[src/sv/gha_pkg.sv]
package gha_pkg;

    localparam int MAX_SLOTS_DEF    = 256;
    localparam int VERSION_BITS_DEF = 8;

    localparam logic [1:0] FUNC_CREATE  = 2'd0;
    localparam logic [1:0] FUNC_DESTROY = 2'd1;
    localparam logic [1:0] FUNC_CHECK   = 2'd2;

    localparam logic [1:0] ST_OK   = 2'd0;
    localparam logic [1:0] ST_FULL = 2'd1;
    localparam logic [1:0] ST_DEAD = 2'd2;

    typedef struct packed {
        logic accept;
        logic pop_read;
        logic exec;
    } gha_cmd_t;

    typedef struct packed {
        logic create_pop;
    } gha_sts_t;

endpackage

[src/sv/gha_ctrl.sv]
module gha_ctrl
    import gha_pkg::*;
(
    input  logic     clk,
    input  logic     rst_n,
    input  logic     in_valid,
    output logic     in_ready,
    output logic     out_valid,
    input  logic     out_ready,
    input  gha_sts_t sts,
    output gha_cmd_t cmd
);

    typedef enum logic [1:0] {
        S_IDLE,
        S_POP,
        S_EXEC
    } state_t;

    state_t state_reg;
    logic   out_valid_reg;

    assign in_ready  = (state_reg == S_IDLE);
    assign out_valid = out_valid_reg;

    always_comb
    begin
        cmd.accept   = (state_reg == S_IDLE) && in_valid;
        cmd.pop_read = (state_reg == S_POP);
        // hold the finished request until the result register is free
        cmd.exec     = (state_reg == S_EXEC) && (!out_valid_reg || out_ready);
    end

    always_ff @(posedge clk or negedge rst_n)
    begin
        if (!rst_n)
        begin
            state_reg     <= S_IDLE;
            out_valid_reg <= 1'b0;
        end
        else
        begin
            case (state_reg)
                S_IDLE:
                begin
                    if (cmd.accept)
                        state_reg <= sts.create_pop ? S_POP : S_EXEC;
                end
                S_POP:
                begin
                    state_reg <= S_EXEC;
                end
                S_EXEC:
                begin
                    if (cmd.exec)
                        state_reg <= S_IDLE;
                end
                default:
                begin
                    state_reg <= S_IDLE;
                end
            endcase

            if (cmd.exec)
                out_valid_reg <= 1'b1;
            else if (out_ready)
                out_valid_reg <= 1'b0;
        end
    end

    a_accept_leaves_idle: assert property (@(posedge clk) disable iff (!rst_n)
        cmd.accept |=> (state_reg != S_IDLE))
        else $error("accepted request did not start");

    a_pop_then_exec: assert property (@(posedge clk) disable iff (!rst_n)
        (state_reg == S_POP) |=> (state_reg == S_EXEC))
        else $error("stack pop not followed by execute");

    a_result_from_exec: assert property (@(posedge clk) disable iff (!rst_n)
        $rose(out_valid_reg) |-> ($past(state_reg) == S_EXEC))
        else $error("result raised without execute");

endmodule

[config.mk]
export PLATFORM = sky130hd
export DESIGN_NAME = gha_ctrl
export DESIGN_NICKNAME = d
export VERILOG_FILES = /design/src/sv/gha_pkg.sv /design/src/sv/gha_ctrl.sv
export SDC_FILE = /design/constraint.sdc
export NUM_CORES = 1
export LEC_CHECK = 0
export BUFFER_PORTS_ARGS = -buffer_cell sky130_fd_sc_hd__buf_2
export CAP_MARGIN = 20
export CORE_AREA = 2 2 39 41
export DETAILED_ROUTE_END_ITERATION = 16
export DIE_AREA = 0 0 41 43
export RECOVER_POWER = 50
export SLEW_MARGIN = 30
export SYNTH_ARGS = -nofsm -noshare
export SYNTH_HDL_FRONTEND = slang
export SYNTH_SLANG_ARGS = --single-unit
[constraint.sdc]
create_clock -name clk -period 1.35 [get_ports clk]
set_input_delay 0.27 -clock clk [delete_from_list [all_inputs] [get_ports clk]]
set_output_delay 0.27 -clock clk [all_outputs]
set_load 0.05 [all_outputs]
# After elaboration in Yosys (flattened, before gate mapping)

Cells that the tools add are included.

Memories: 0
Memory bits (read-only): 0
Input port bits: 5
Flip-flop bits (word level): 3
Bits in writable memories: 0
Latch bits: 0
Logic and storage cells: 19

Equal/unequal tests: 4
Add/subtract/negate cells: 0
Reductions and logical operators: 7
Shifts and indexed selects: 0
Div/mod/pow operators: 0
Magnitude comparators: 0
Multiplexer cells: 6
Multiply operators: 0
Bitwise logic cells: 0

Operators with widths:

| operator             | number |
|---|---|
| $mux W2              | 3 |
| $pmux W2 S3          | 1 |
| $eq A2 B1 Y1 const B | 1 |
| $eq A2 B2 Y1 const B | 1 |
| $logic_and A1 B1 Y1  | 2 |
| $logic_not A2 Y1     | 1 |
| $mux W1              | 2 |
| $ne A2 B1 Y1 const B | 1 |
| $ne A2 B2 Y1 const B | 1 |
| $reduce_and A2 Y1    | 1 |
| $reduce_bool A2 Y1   | 1 |
| $logic_not A1 Y1     | 1 |
| $logic_or A1 B1 Y1   | 1 |

# Longest topological paths before layout

Depth after elaboration: 5
Gate-level depth with buffers: 2
Depth with buffers taken out: 2

# Worst setup path after synthesis

No wires, ideal clock.

Path type: reg2out
From: register state_reg[1]
To: output port cmd[2] (netlist bit)
Arrival time: 1687 ps
Data required time: 1080 ps
Cell stages (with the launch flop): 3
Buffers on the path: 0
Path slack: -607 ps
Path through: dfrtp_1 nor2_1 and2_1

RTL lines:

| item                     | line           | RTL |
|---|---|---|
| start: declaration       | gha_ctrl.sv:20 | `state_t state_reg;` |
| start signal: assignment | gha_ctrl.sv:47 | `state_reg <= sts.create_pop ? S_POP : S_EXEC;` |
| end: declaration         | gha_ctrl.sv:11 | `output gha_cmd_t cmd` |

==> flow_summary.ini <==
[grt]
grtUsageTotal = 0.0493
grt_max_degree = 5
grt.overflow.total = 0
antenna_found_initial = 0
grt_pass1_wl_um = 510
grt_pass1_vias = 148

[power]
vdd_ir_drop_max_mv = 0.432
power.leakage_nw = 0.146
power.density_nw_per_um2 = 2700
p_total_mw = 0.837

[worst_hold_path]
hold_path.class = in2reg
hold_depth = 2

[routing]
wl_per_cell_um = 7.43
drcViolationCount = 0
drtPass1Iterations = 1
dr.first_iter.drc_count = 0
drt-total-wl_um = 342
vias = 162
vias_per_cell = 3.52
ant_nets = 0

[floorplanning]
start_util = 0.108
coreArea_um2 = 1380
std_cell_rows = 14
ioPinCount = 10
die_h_um = 43
die_area_um2 = 1760
die_w_um = 41

[cells_and_area]
stdcell_area_um2 = 310
n_antenna_cell = 0
final_nets = 36
largest_reg_flops = 2
layout-drive-gt1-share = 0.633
syn_to_final_growth_pct = 108

[placement]
place_area_um2 = 236
finalWeightedCongestion = 0.591
dp_hpwl_um = 266
io_buffers = 9

[logic_synthesis]
synthTopCellsByCount = dfrtp_1 (3), inv_1 (2), nand2b_1 (2)
synthArstFlopShare = 1.00
syn_area_um2 = 149
yosysTopAreaCell = dfrtp_1
synthTopCellsByArea = dfrtp_1 (50%), a22oi_2 (8.4%), nand2b_1 (8.4%)
ys_warn_count = 0
synth_sequential_area_ratio = 0.504
syn_nets = 20
yosysTopAreaCellShare = 0.504
synth_ff_type = dfrtp_1
synth_edf_count = 0
synth.distinct_cells = 11
synth_most_common_cell = dfrtp_1
synth_cells = 15
syn_avg_cell_area_um2 = 9.93
synth_seq_cells = 3

[sta]
slew_headroom = 0.837
setup_ws_ns = -0.00297
finalCriticalPeriod_ns = 1.35
finalClockSkew_ns = 0.000663
timing.fmax_mhz = 739
rsz0062_at_grt = yes
finalCritPeriodShare = 1.00
tightest_slew_ns = 0.245
hold_violations = 0
tns_ns = -0.00297
final-max-slew-violation-count = 0
finalSetupViolCount = 1

[flow_run]
drv_cap = 0

[setup_path]
worstPathBufferInverterCount = 1
path_cells = nand2b_4, a21oi_4, buf_6
crit_slowest_cell = dfrtp_1
critical_path_arrival_ns = 1.08
slowest_delay_ns = 0.41
cp_max_fo = 4
setup.worst_path.class = reg2out
cp.depth = 3
startpoint_type = register
path_delay_family = flip-flops
end_kind = output pin
worst-r2r-cell-count = 2
required_ns = 1.08

[status]
violations = setup timing
status = finished with violations

[cts]
worstSkewPairLatency_ns = 0.23
clk_path_buf_depth = 2
cts.sinks = 3
cts-root-buf = clkbuf_4
cts_max_level = 1
cts_tree = built
clk_pin_slew_worst_paths_ns = 0.04
cts_made_buffers = 3
[report_power, final]
part	switching, mW	total (mW)	internal (mW)
Sequential	0.0626	0.192	0.129
Combinational	0.300	0.493	0.192
Clock	0.0426	0.153	0.111
Total	0.405	0.837	0.432
[stage by stage]
step           instances  utilization  setup WS (ns)  hold slack [ns]
2_1_floorplan         15            -        -0.0258          -0.0256
4_1_cts               46        0.222        -0.0317            0.260
5_1_grt               46        0.224        -0.0507            0.260
3_5_place_dp          40        0.171         0.0918           0.0716
6_report              46        0.224       -0.00297            0.265
3_3_place_gp          40        0.171         0.0943           0.0666
[area by class of cell]
cell class / count / area, µm²
Fill cell: 160 / 1070
Multi-Input combinational cell: 10 / 97.6
Timing Repair Buffer: 11 / 82.6
Sequential cell: 3 / 76.3
Clock buffer: 4 / 26.3
Tap cell: 16 / 20.0
Inverter: 2 / 7.51
[logic make-up after synthesis]
logic type / after synthesis / share of synthesized area
AO/OA/AOI/OAI: 3 / 0.151
AND/OR/NAND/NOR: 7 / 0.294
buffers and inverters: 2 / 0.0504
flip-flops: 3 / 0.504
[worst reg2reg max path, stage by stage (launching register included)]
cell and delay (ns):
dfrtp_1 0.41, or3b_1 0.40, a22oi_2 0.12
[per-layer routing]
metal / wire length (µm) / track usage / vias to the layer above / part of all wire
met3: 32 / 0.0471 / 0 / 0.094
met5: 0 / 0 / - / 0
li1: - / - / 79 / -
met2: 179 / 0.0625 / 6 / 0.52
met1: 130 / 0.0455 / 77 / 0.38
met4: 0 / 0.0400 / 0 / 0
[worst paths after layout]
kind | to | from | slack (ns)
max | cmd[0] | state_reg[0] | -0.003
min | out_valid | out_ready | 0.27
max reg2reg | state_reg[1] | state_reg[0] | 0.34
min reg2reg | state_reg[1] | state_reg[1] | 0.54
max in group asynchronous | state_reg[1] | rst_n | 0.80
min in group asynchronous | out_valid | rst_n | 0.38
[cell usage in the layout, fill, tap and decap left out, drive strengths merged]
master       n
nand2b       2
or3b         1
dfrtp        3
clkbuf       6
nor2         1
buf          8
dlygate4sd3  1
o21ai        1
inv          2
a21oi        1
and3         1
nor2b        1
and2         1
a22oi        1
[what timing repair did]
item                                    CTS  global route
pin swaps                                 2             1
resized for setup                         8             3
hold buffers                              1             0
endpoints found under the hold margin     3             0
setup buffers                             1             0
endpoints found under the setup margin    3             4
Power figures use the tool's default switching activity.
